===== src/rtl/core/kwm_pkg.sv =====
// ----------------------------------------------------------------------------
// kwm_pkg
// shared widths, constants and controller/datapath types of the k-way merge
// ----------------------------------------------------------------------------
package kwm_pkg;

    localparam int VAL_W         = 32;
    localparam int SRC_W         = 3;
    localparam int CFG_W         = 4;
    // lists reachable through the source field
    localparam int SRC_SLOTS     = 1 << SRC_W;
    localparam int MAX_LISTS_DEF = 8;
    localparam logic [CFG_W-1:0] CFG_RESET = 4'd8;

    typedef enum logic [1:0] {
        ST_IDLE,
        ST_SCAN,
        ST_EMIT
    } t_state;

    typedef struct packed {
        logic accept;     // take the input item this cycle
        logic scan_step;  // compare one held head
        logic emit;       // load the output register with the minimum
    } t_cmd;

    typedef struct packed {
        logic scan_last;  // current scan slot is the last active list
        logic result_ok;  // all active lists filled or done, some head held
        logic out_free;   // output register empty or being taken
    } t_status;

endpackage


===== src/rtl/core/kwm_ctrl.sv =====
// ----------------------------------------------------------------------------
// kwm_ctrl
// sequencer: take one item, scan the held heads, emit the minimum
// ----------------------------------------------------------------------------
module kwm_ctrl
    import kwm_pkg::*;
(
    input  logic    i_clk,
    input  logic    i_rst_n,
    input  logic    i_in_valid,
    output logic    o_in_stall,
    input  t_status i_status,
    output t_cmd    o_cmd
);

    t_state r_state;
    t_state n_state;

    always_ff @(posedge i_clk) begin
        if (!i_rst_n) begin
            r_state <= ST_IDLE;
        end else begin
            r_state <= n_state;
        end
    end

    always_comb begin
        n_state    = r_state;
        o_cmd      = '0;
        o_in_stall = 1'b1;
        case (r_state)
            ST_IDLE: begin
                o_in_stall = 1'b0;
                if (i_in_valid) begin
                    o_cmd.accept = 1'b1;
                    n_state      = ST_SCAN;
                end
            end
            ST_SCAN: begin
                o_cmd.scan_step = 1'b1;
                if (i_status.scan_last) begin
                    n_state = ST_EMIT;
                end
            end
            ST_EMIT: begin
                if (!i_status.result_ok) begin
                    n_state = ST_IDLE;
                end else if (i_status.out_free) begin
                    o_cmd.emit = 1'b1;
                    n_state    = ST_IDLE;
                end
            end
            default: begin
                n_state = ST_IDLE;
            end
        endcase
    end

endmodule


===== src/rtl/core/kwm_datapath.sv =====
// ----------------------------------------------------------------------------
// kwm_datapath
// head store, done flags, sequential minimum search and output register
// ----------------------------------------------------------------------------
module kwm_datapath
    import kwm_pkg::*;
#(
    parameter int MAX_LISTS = MAX_LISTS_DEF
) (
    input  logic                    i_clk,
    input  logic                    i_rst_n,
    input  logic                    i_cfg_we,
    input  logic [CFG_W-1:0]        i_cfg_data,
    input  logic signed [VAL_W-1:0] i_element_value,
    input  logic [SRC_W-1:0]        i_source,
    input  logic                    i_list_end,
    input  t_cmd                    i_cmd,
    output t_status                 o_status,
    output logic                    o_out_valid,
    input  logic                    i_out_stall,
    output logic signed [VAL_W-1:0] o_merged_value,
    output logic [SRC_W-1:0]        o_from_list
);

    localparam int NUM_SLOTS = (MAX_LISTS < SRC_SLOTS) ? MAX_LISTS : SRC_SLOTS;
    localparam int IDX_W     = (NUM_SLOTS > 1) ? $clog2(NUM_SLOTS) : 1;
    localparam logic [CFG_W-1:0] SLOTS_C = CFG_W'(NUM_SLOTS);

    logic [CFG_W-1:0]        r_cfg;
    logic [VAL_W-1:0]        r_head [NUM_SLOTS];
    logic [NUM_SLOTS-1:0]    r_held;
    logic [NUM_SLOTS-1:0]    r_done;
    logic [IDX_W-1:0]        r_idx;
    logic [IDX_W-1:0]        r_best_idx;
    logic signed [VAL_W-1:0] r_best_val;
    logic                    r_any;
    logic                    r_ready;
    logic                    r_out_valid;
    logic signed [VAL_W-1:0] r_out_val;
    logic [SRC_W-1:0]        r_out_src;

    logic [CFG_W-1:0]        active;
    logic [CFG_W-1:0]        cfg_min1;
    logic [IDX_W-1:0]        src_idx;
    logic                    src_ok;
    logic signed [VAL_W-1:0] cur_val;
    logic                    take_cur;

    // zero counts as one, then saturate to the available slots
    assign cfg_min1 = (r_cfg == '0) ? CFG_W'(1) : r_cfg;
    assign active   = (cfg_min1 > SLOTS_C) ? SLOTS_C : cfg_min1;

    assign src_idx = i_source[IDX_W-1:0];
    assign src_ok  = (CFG_W'(i_source) < active) && !r_held[src_idx] && !r_done[src_idx];

    assign cur_val  = $signed(r_head[r_idx]);
    assign take_cur = r_held[r_idx] && (!r_any || (cur_val < r_best_val));

    assign o_status.scan_last = (CFG_W'(r_idx) == (active - CFG_W'(1)));
    assign o_status.result_ok = r_ready && r_any;
    assign o_status.out_free  = !r_out_valid || !i_out_stall;

    // control state
    always_ff @(posedge i_clk) begin
        if (!i_rst_n) begin
            r_cfg       <= CFG_RESET;
            r_held      <= '0;
            r_done      <= '0;
            r_out_valid <= 1'b0;
            r_idx       <= '0;
            r_any       <= 1'b0;
            r_ready     <= 1'b1;
        end else begin
            if (i_cfg_we) begin
                r_cfg <= i_cfg_data;
            end
            if (i_cmd.accept) begin
                r_idx   <= '0;
                r_any   <= 1'b0;
                r_ready <= 1'b1;
                if (src_ok) begin
                    if (i_list_end) begin
                        r_done[src_idx] <= 1'b1;
                    end else begin
                        r_held[src_idx] <= 1'b1;
                    end
                end
            end
            if (i_cmd.scan_step) begin
                r_idx <= r_idx + 1'b1;
                if (r_held[r_idx]) begin
                    r_any <= 1'b1;
                end else if (!r_done[r_idx]) begin
                    r_ready <= 1'b0;
                end
            end
            if (i_cmd.emit) begin
                r_held[r_best_idx] <= 1'b0;
                r_out_valid        <= 1'b1;
            end else if (r_out_valid && !i_out_stall) begin
                r_out_valid <= 1'b0;
            end
        end
    end

    // payload
    always_ff @(posedge i_clk) begin
        if (i_cmd.accept && src_ok && !i_list_end) begin
            r_head[src_idx] <= i_element_value;
        end
        // strict less-than keeps the lower list on ties
        if (i_cmd.scan_step && take_cur) begin
            r_best_idx <= r_idx;
            r_best_val <= cur_val;
        end
        if (i_cmd.emit) begin
            r_out_val <= r_best_val;
            r_out_src <= SRC_W'(r_best_idx);
        end
    end

    assign o_out_valid    = r_out_valid;
    assign o_merged_value = r_out_val;
    assign o_from_list    = r_out_src;

endmodule


===== src/rtl/core/k_way_sorted_merge_unit.sv =====
// ----------------------------------------------------------------------------
// k_way_sorted_merge_unit
// merges ascending source lists into one ascending stream by min-select
// ----------------------------------------------------------------------------
//  channel | direction | handshake                   | payload
//  --------+-----------+-----------------------------+----------------------------------
//  in      | input     | i_in_valid / o_in_stall     | i_element_value, i_source, i_list_end
//  out     | output    | o_out_valid / i_out_stall   | o_merged_value, o_from_list
//  cfg     | input     | i_cfg_we                    | i_cfg_data (lists_in_use)
//
//  each item is handled in order: take it, scan the active lists one after another for
//  the minimum over the held heads, then load the output register.
//  the output register is separate, so the next item is taken while a result waits;
//  a stalled output only holds the block at the end of the following scan.
//  synchronous active-low reset clears heads held, done flags and lists_in_use to 8.
// ----------------------------------------------------------------------------
module k_way_sorted_merge_unit
    import kwm_pkg::*;
#(
    parameter int MAX_LISTS = MAX_LISTS_DEF
) (
    input  logic                    i_clk,
    input  logic                    i_rst_n,
    input  logic                    i_cfg_we,
    input  logic [CFG_W-1:0]        i_cfg_data,
    input  logic                    i_in_valid,
    output logic                    o_in_stall,
    input  logic signed [VAL_W-1:0] i_element_value,
    input  logic [SRC_W-1:0]        i_source,
    input  logic                    i_list_end,
    output logic                    o_out_valid,
    input  logic                    i_out_stall,
    output logic signed [VAL_W-1:0] o_merged_value,
    output logic [SRC_W-1:0]        o_from_list
);

    t_cmd    cmd;
    t_status status;

    kwm_ctrl u_ctrl (
        .i_clk      (i_clk),
        .i_rst_n    (i_rst_n),
        .i_in_valid (i_in_valid),
        .o_in_stall (o_in_stall),
        .i_status   (status),
        .o_cmd      (cmd)
    );

    kwm_datapath #(
        .MAX_LISTS (MAX_LISTS)
    ) u_datapath (
        .i_clk           (i_clk),
        .i_rst_n         (i_rst_n),
        .i_cfg_we        (i_cfg_we),
        .i_cfg_data      (i_cfg_data),
        .i_element_value (i_element_value),
        .i_source        (i_source),
        .i_list_end      (i_list_end),
        .i_cmd           (cmd),
        .o_status        (status),
        .o_out_valid     (o_out_valid),
        .i_out_stall     (i_out_stall),
        .o_merged_value  (o_merged_value),
        .o_from_list     (o_from_list)
    );

endmodule


===== config.mk =====
export PLATFORM = sky130hd
export DESIGN_NAME = k_way_sorted_merge_unit
export DESIGN_NICKNAME = d
export VERILOG_FILES = /design/src/rtl/core/kwm_pkg.sv /design/src/rtl/core/kwm_ctrl.sv /design/src/rtl/core/kwm_datapath.sv /design/src/rtl/core/k_way_sorted_merge_unit.sv
export SDC_FILE = /design/constraint.sdc
export NUM_CORES = 1
export LEC_CHECK = 0
export BUFFER_PORTS_ARGS = -buffer_cell sky130_fd_sc_hd__buf_4
export CORE_MARGIN = 2
export CORE_UTILIZATION = 60
export DETAILED_ROUTE_END_ITERATION = 10
export PLACE_DENSITY = 0.76
export SETUP_SLACK_MARGIN = 0.02
export SYNTH_ARGS = -nofsm -noshare
export SYNTH_HDL_FRONTEND = slang
export SYNTH_SLANG_ARGS = --single-unit

===== constraint.sdc =====
create_clock -name i_clk -period 9.23 [get_ports i_clk]
set_input_delay 2.769 -clock i_clk [delete_from_list [all_inputs] [get_ports i_clk]]
set_output_delay 2.769 -clock i_clk [all_outputs]
set_load 0.05 [all_outputs]

After elaboration in Yosys (flattened, before gate mapping)
Memories as Yosys holds them, arrays and structs flattened. A register that Yosys moved wholly into a read port is not among the register bits.
Cells that the tools add are included.
{ "classes": {"order_cmp": 8, "n_addsub": 2, "n_eq_ne": 6, "n_mux": 46, "n_bitwise": 4, "reduce_logical": 24} }
{ "ops": {"columns": ["operator", "n"], "rows": [
  ["two-way mux 8 bit", 5],
  ["less-than comparator 32 bit", 1],
  ["two-way mux 1 bit", 24],
  ["OR 8 bit", 2],
  ["binary-select mux 1 bit (select 3 bit)", 4],
  ["less-than comparator 3 x 4 -> 1 bit (second input constant)", 3],
  ["two-way mux 3 bit", 4],
  ["logical AND 1 bit", 10],
  ["bitwise AND 8 bit", 1],
  ["two-way mux 2 bit", 4],
  ["two-way mux 4 bit", 2],
  ["NOT 8 bit", 1],
  ["demux 1 bit (select 3 bit)", 2],
  [">= comparator 3 x 1 -> 1 bit (second input constant)", 2],
  ["logical NOT 1 bit", 6],
  ["one-hot mux 2 bit (3 select lines)", 1],
  ["AND reduction 3 bit", 2],
  ["equality test 3 x 4 -> 1 bit", 1],
  ["> comparator 4 bit (second input constant)", 1],
  ["logical NOT 4 bit", 1],
  ["less-than comparator 3 x 4 -> 1 bit", 1],
  ["!= test 2 bit (second input constant)", 2],
  ["nonzero test 2 bit", 2],
  ["subtractor 4 x 1 -> 4 bit (second input constant)", 1],
  ["6 further kinds", 7]
]} }
{ "totals": {"wordCells": 103, "ff_bits": 98, "ram_bits": 256, "mem_count": 1} }
{ "mem_list": {"columns": ["name", "words", "word_bits", "rd", "rd_clocked_by_memory_dff", "write_ports", "line", "text"], "rows": [
  ["u_datapath.r_head", 8, 32, 1, 1, 1, "kwm_datapath.sv:30", "logic [VAL_W-1:0] r_head [NUM_SLOTS];"]
]} }

Longest topological paths before layout
{ "logic_depth": {"depth_word": 12, "depth_mapped": 11, "ltp_nobuf": 9} }

Cells and area by module
From an unflattened synthesis, not the netlist that was laid out.
{ "hier_totals": {"cells_unflattened": 744, "area_unflattened_um2": 14159.8} }
{ "modules_own_cells": {"columns": ["mod", "cells_each", "instances", "area_per_inst_um2"], "rows": [
  ["kwm_datapath", 730, 1, 14039.7],
  ["kwm_ctrl", 14, 1, 120.1]
]} }

Worst setup path before layout
OpenSTA, ideal clock, no wires.
{ "synth_path": {"path_type": "input-to-reg", "from": "in i_source[2]", "to": "reg u_datapath.r_held[5]", "arrival_ns": 7.734, "n_path_buf": 0, "setup_slack_ns": 1.423, "setup_time_ns": 0.073, "stages": 6, "required_time_ns": 9.157, "cell_sequence": "ha_1 > a21oi_1 > o211ai_1 > a2111oi_4 > nor4b_1 > o221a_2"} }
{ "synth_between": {"elab_chain_cells": 11, "elab_cells_between_ends": 21, "classes_between": "order compare: 3; mux: 11; bitwise: 2; reduce/logical: 5"} }
{ "synth_lines": {"columns": ["element", "line", "text"], "rows": [
  ["from (decl)", "k_way_sorted_merge_unit.sv:29", "input logic [SRC_W-1:0] i_source,"],
  ["less-than comparator 3 x 4 -> 1 bit (implied by the code) or >= comparator 3 x 1 -> 1 bit (tied branches)", "kwm_datapath.sv:85", "r_held[src_idx] <= 1'b1;"],
  ["logical AND 1 bit (implied by the code)", "kwm_datapath.sv:85", null],
  ["two-way mux 1 bit (implied by the code)", "kwm_datapath.sv:85", null],
  ["demux 1 bit (select 3 bit)", null, null],
  ["OR 8 bit (no source line)", null, null],
  ["two-way mux 8 bit", "kwm_datapath.sv:82", "if (i_list_end) begin"],
  ["two-way mux 8 bit (*)", "kwm_datapath.sv:81", "if (src_ok) begin"],
  ["two-way mux 8 bit (*)", "kwm_datapath.sv:77", "if (i_cmd.accept) begin"],
  ["two-way mux 8 bit (*)", "kwm_datapath.sv:65", "if (!i_rst_n) begin"],
  ["bitwise AND 8 bit (no source line)", null, null],
  ["two-way mux 8 bit (*)", "kwm_datapath.sv:97", "if (i_cmd.emit) begin"],
  ["to (signal assigned)", "kwm_datapath.sv:67", "r_held <= '0;"],
  ["to (signal, indexed assignment)", "kwm_datapath.sv:85", null],
  ["to (signal, indexed assignment)", "kwm_datapath.sv:98", "r_held[r_best_idx] <= 1'b0;"],
  ["to (decl)", "kwm_datapath.sv:31", "logic [NUM_SLOTS-1:0] r_held;"]
]} }
Mark *: on every way between the ends. The rest lies on a longest branch, timed or not. The select of a mux whose other input is x is not followed.
A chain may end at the register's enable or synchronous reset.

Worst setup path in the final report
{ "layout_path": {"from": "in i_source[2]", "to": "mem u_datapath.r_head[7][27], enable pin"} }
{ "layout_between": {"elab_chain_cells": 9, "elab_cells_between_ends": 13, "classes_between": "order compare: 1; mux: 6; reduce/logical: 6"} }
{ "layout_lines": {"columns": ["element", "line", "text"], "rows": [
  ["binary-select mux 1 bit (select 3 bit)", "kwm_datapath.sv:54", "assign src_ok = (CFG_W'(i_source) < active) && !r_held[src_idx] && !r_done[src_idx];"],
  ["two-way mux 1 bit (implied by the code)", "kwm_datapath.sv:54", null],
  ["logical NOT 1 bit", "kwm_datapath.sv:54", null],
  ["logical AND 1 bit (2 in series)", "kwm_datapath.sv:54", null],
  ["logical AND 1 bit (2 in series)", "kwm_datapath.sv:108", "if (i_cmd.accept && src_ok && !i_list_end) begin"],
  ["two-way mux 1 bit", "kwm_datapath.sv:108", null],
  ["two-way mux 1 bit (implied by the code)", "kwm_datapath.sv:109", "r_head[src_idx] <= i_element_value;"],
  ["to (decl)", "kwm_datapath.sv:30", null]
]} }
Parallel ways exist; a longest one is shown, timed or not. The select of a mux whose other input is x is not followed.

==> out/summary.log <==
[timing] Finish-stage setup viols 0
[synthesis] Post-synth EDFFs 326
[route] first-iteration detailed-routing DRC count 510
[final_layout] share of cells above drive strength 1 31.1%
[synthesis] number of standard cells after synthesis 732
[setup_path] endpoint required time on the critical path 9.36 ns
[route] Routed wire per std cell 23.9 microns
[clock_network] TritonCTS Buffers 37
[clock_network] Longest Clk Path Bufs 3
[pwr] Pwr per Cell Area 205 nW/um^2
[clock_network] htree depth 2
[final_layout] area used by multi-input combinational logic 3470 sq um
[pwr] maximum VDD drop 0.174 mV
[timing] setup repair after global routing missed its margin false
[final_layout] fraction of the core area covered by cells at the end of the flow 70.1%
[global_routing] GRT Resource Usage Total 23.8%
[synthesis] synthesized net count 812
[global_routing] largest net degree at the start of global routing 64
[setup_path] Critical Path Start Type input port
[synthesis] syn avg cell area 19.2 sq um
[timing] Final Hold Vio Count 0
[floorplan] die height 157 microns
[final_layout] FF+latch area 10400 sq um
[setup_path] reg2reg end u_datapath.r_best_idx[1]
[setup_path] first element of the critical path i_source[2]
[timing] relative slew slack 25.3%
[hold_path] class of the tightest hold or removal check reg2reg
[setup_path] worst reg-to-reg path cell count 10
[final_layout] area overhead of the layout relative to synthesis 15.7%
[hold_path] worst hold path depth 0
[outcome] result of the run completed
[synthesis] most frequently used flop master after synthesis edfxtp_1
[floorplan] die footprint 24700 sq um
[timing] least setup slack across all paths after layout 3.93 ns
[placement] Final HPWL DP 16700 microns
[synthesis] part of the Yosys area used for sequential elements 73.9%
[timing] Slew @ Worst Pin 1.12 ns
[clock_network] number of hold buffers added after CTS 0
[setup_path] arrival time of the worst setup path 5.42 ns
[route] DRC Markers 0
[timing] Max Transition Viols Final 0
[placement] final weighted congestion of routability-driven global placement 0.853
[clock_network] Clock Sink Count 357
[final_layout] NumNets Final 915
[global_routing] wire length of the first global-routing pass 43100 microns
[global_routing] total gr overflow 0
[clock_network] worst-skew pair later-pin latency 0.52 ns
[clock_network] clock tree from TritonCTS done
[synthesis] number of distinct library cells after synthesis 49
[route] first drt pass iteration count 5
[setup_path] reg2reg setup slack 4.35 ns
[route] routed wire length 28200 microns
[flow_run] maxcap violations 0
[synthesis] #FFs+latches synth 357
[synthesis] share of flip-flops with an asynchronous set or reset 0%
[timing] share of the clock period used by the worst path after layout 57.4%
[route] Routed Antenna Nets 0
[clock_network] CTS clock-pin slew for the worst setup and hold paths 0.06 ns
[global_routing] antenna violations before repair 0
[timing] Max Freq 0.189 GHz
[placement] pre-CTS WS 3.36 ns
[placement] IO Port Bufs 81
[synthesis] post-synthesis instance area 14100 sq um
[floorplan] Die Width 157 microns
[setup_path] sort of element at the end of the critical path flip-flop
[pwr] post-route total power 3.35 mW
[synthesis] post-synthesis adder-cell area fraction 3.11%
[floorplan] Row Count 56
[route] vias after detailed routing 7090
[timing] Total Neg Setup Slack 0 ns
[route] vias per cell 6.00
[pwr] leakage dissipation 5.47 nW
[global_routing] via count of the first global-routing pass 7401
[timing] final setup skew 0.0190 ns
[clock_network] Post-CTS Repair Setup Buffers 0
[setup_path] startpoint-to-endpoint class of the critical path in2reg
[floorplan] initial standard-cell utilization of the core 60.6%
[synthesis] xor-xnor portion of the synthesized cell area 0.249%
[synthesis] multiplexer share of the synthesized area 14.2%
[setup_path] critical path capture point u_datapath.r_head[7][27]
[synthesis] combinational family with the most area after synthesis multiplexers
[final_layout] n_diodes 0
[floorplan] total core area 23300 sq um
[timing] final critical delay including setup and external delays 5.30 ns
[synthesis] Yosys warning total 0
[synthesis] post-synthesis share of cell area spent on and, or, nand and nor gates 3.20%
[clock_network] post-CTS sizing 0
[setup_path] critical path fanouts, max 32
[final_layout] number of filler cells placed in the layout 1456
[floorplan] number of ports placed on the die boundary 82
[clock_network] clk root buf clkbuf_16
[synthesis] synthesized-area fraction occupied by ao, oa, aoi and oai cells 3.41%
## cell usage in the layout (no fill, tap or decap), drive strengths merged, types with 3 or more instances in the layout
cell,n
edfxtp,326
buf,92
mux4,69
clkbuf,41
inv,40
nor2,37
ha,35
mux2,33
dfxtp,31
clkinv,20
nand2,18
o21ai,13
a21oi,13
a211oi,9
nand2b,7
mux2i,7
nand3,6
nand4,5
a31oi,5
o211ai,5
o221a,5
nor3,5
nand3b,3
o21a,3
a22o,3
bufinv,3
clkinvlp,3
## power by group
group          internal [mW]  switching (mW)  total, mW
Clock                  0.836           0.579       1.42
Sequential              1.78          0.0146       1.79
Combinational         0.0662          0.0741      0.140
## stage by stage
stage / cells / hold slack [ns] / area (sq um)
6_report: 1182 / 0.446 / 16300
5_1_grt: 1182 / 0.454 / 16300
4_1_cts: 1182 / 0.447 / 16300
3_5_place_dp: 1115 / 0.433 / 15100
3_3_place_gp: 1115 / 0.431 / 15100
2_1_floorplan: 732 / 0.406 / 14100
## metal layers
| metal | share of wire [%] | wire length (microns) | vias to the layer above | GRT usage, % |
|---|---|---|---|---|
| met5 | 0 | 0 | - | 0 |
| met4 | 2.1 | 597 | 0 | 7.06 |
| met3 | 5.6 | 1580 | 45 | 4.05 |
| met2 | 50 | 14100 | 223 | 39.4 |
| met1 | 42 | 11900 | 3685 | 33.0 |
| li1 | - | - | 3137 | - |
## logic make-up after synthesis
kind of cell,Yosys count
flip-flops,357
multiplexers,109
AND/OR/NAND/NOR,93
buffers and inverters,68
AO/OA/AOI/OAI,66
adder cells (fa/ha/maj),35
XOR/XNOR,4
## Yosys cell counts, types with 2 or more instances
library cell | count | area, sq um
inv_1 | 40 | 150
xor2_1 | 2 | 17.5
o221a_2 | 5 | 56.3
clkbuf_1 | 17 | 63.8
nand2b_1 | 7 | 43.8
edfxtp_1 | 326 | 9790
nor2b_1 | 2 | 12.5
mux2_2 | 32 | 360
a211oi_1 | 9 | 67.6
nand4_1 | 5 | 31.3
nor3_1 | 5 | 25.0
nor2_1 | 37 | 139
o21a_1 | 3 | 22.5
o21ai_0 | 12 | 60.1
xnor2_1 | 2 | 17.5
o211ai_1 | 5 | 37.5
mux4_2 | 69 | 1550
dfxtp_1 | 31 | 621
o21bai_1 | 2 | 15.0
buf_2 | 8 | 40.0
a21oi_1 | 13 | 65.1
a22o_1 | 3 | 26.3
a31oi_1 | 5 | 31.3
nor3b_1 | 2 | 15.0
nand3b_1 | 3 | 22.5
a22oi_1 | 2 | 15.0
nand2_1 | 18 | 67.6
ha_1 | 35 | 438
mux2i_1 | 7 | 70.1
nand3_1 | 6 | 30.0
## critical path, cell delays in order
cell and delay (ns):
buf_4 0.17, ha_1 0.32, a21oi_1 0.16, o211ai_1 0.15
a2111oi_4 0.44, nand2_1 0.20, or2_1 0.33, nor2_4 0.86
## worst min-delay path by stage
stage	from	to	slack, ns
after floorplan	u_datapath.r_idx[2]	u_datapath.r_best_idx[2]	0.41
after global placement	u_datapath.r_best_val[0]	u_datapath.o_merged_value[0]	0.43
after detailed placement	u_datapath.r_best_val[15]	u_datapath.o_merged_value[15]	0.43
after CTS	u_datapath.r_best_val[15]	u_datapath.o_merged_value[15]	0.45
after global routing	u_datapath.r_best_val[0]	u_datapath.o_merged_value[0]	0.45
final	u_datapath.r_best_val[15]	u_datapath.o_merged_value[15]	0.45
## flip-flops by register name, indices dropped and copies added (netlist names), named ones only
register	flops
u_datapath.r_head	256
u_datapath.o_merged_value	32
u_datapath.r_best_val	32
u_datapath.r_done	8
u_datapath.r_held	8
u_datapath.r_cfg	4
u_datapath.o_from_list	3
u_datapath.r_best_idx	3
u_datapath.r_idx	3
u_ctrl.r_state	2
u_datapath.o_out_valid	1
u_datapath.r_any	1
u_datapath.r_ready	1
## cell type report
cell class	count	area share (%)
Sequential cell	357	63.9
Multi-Input combinational cell	307	21.3
Clock buffer	41	5.90
Timing Repair Buffer	92	4.24
Tap cell	319	2.45
Clock inverter	26	1.29
Inverter	40	0.921
Note: power is estimated with default switching activity, not from simulation.
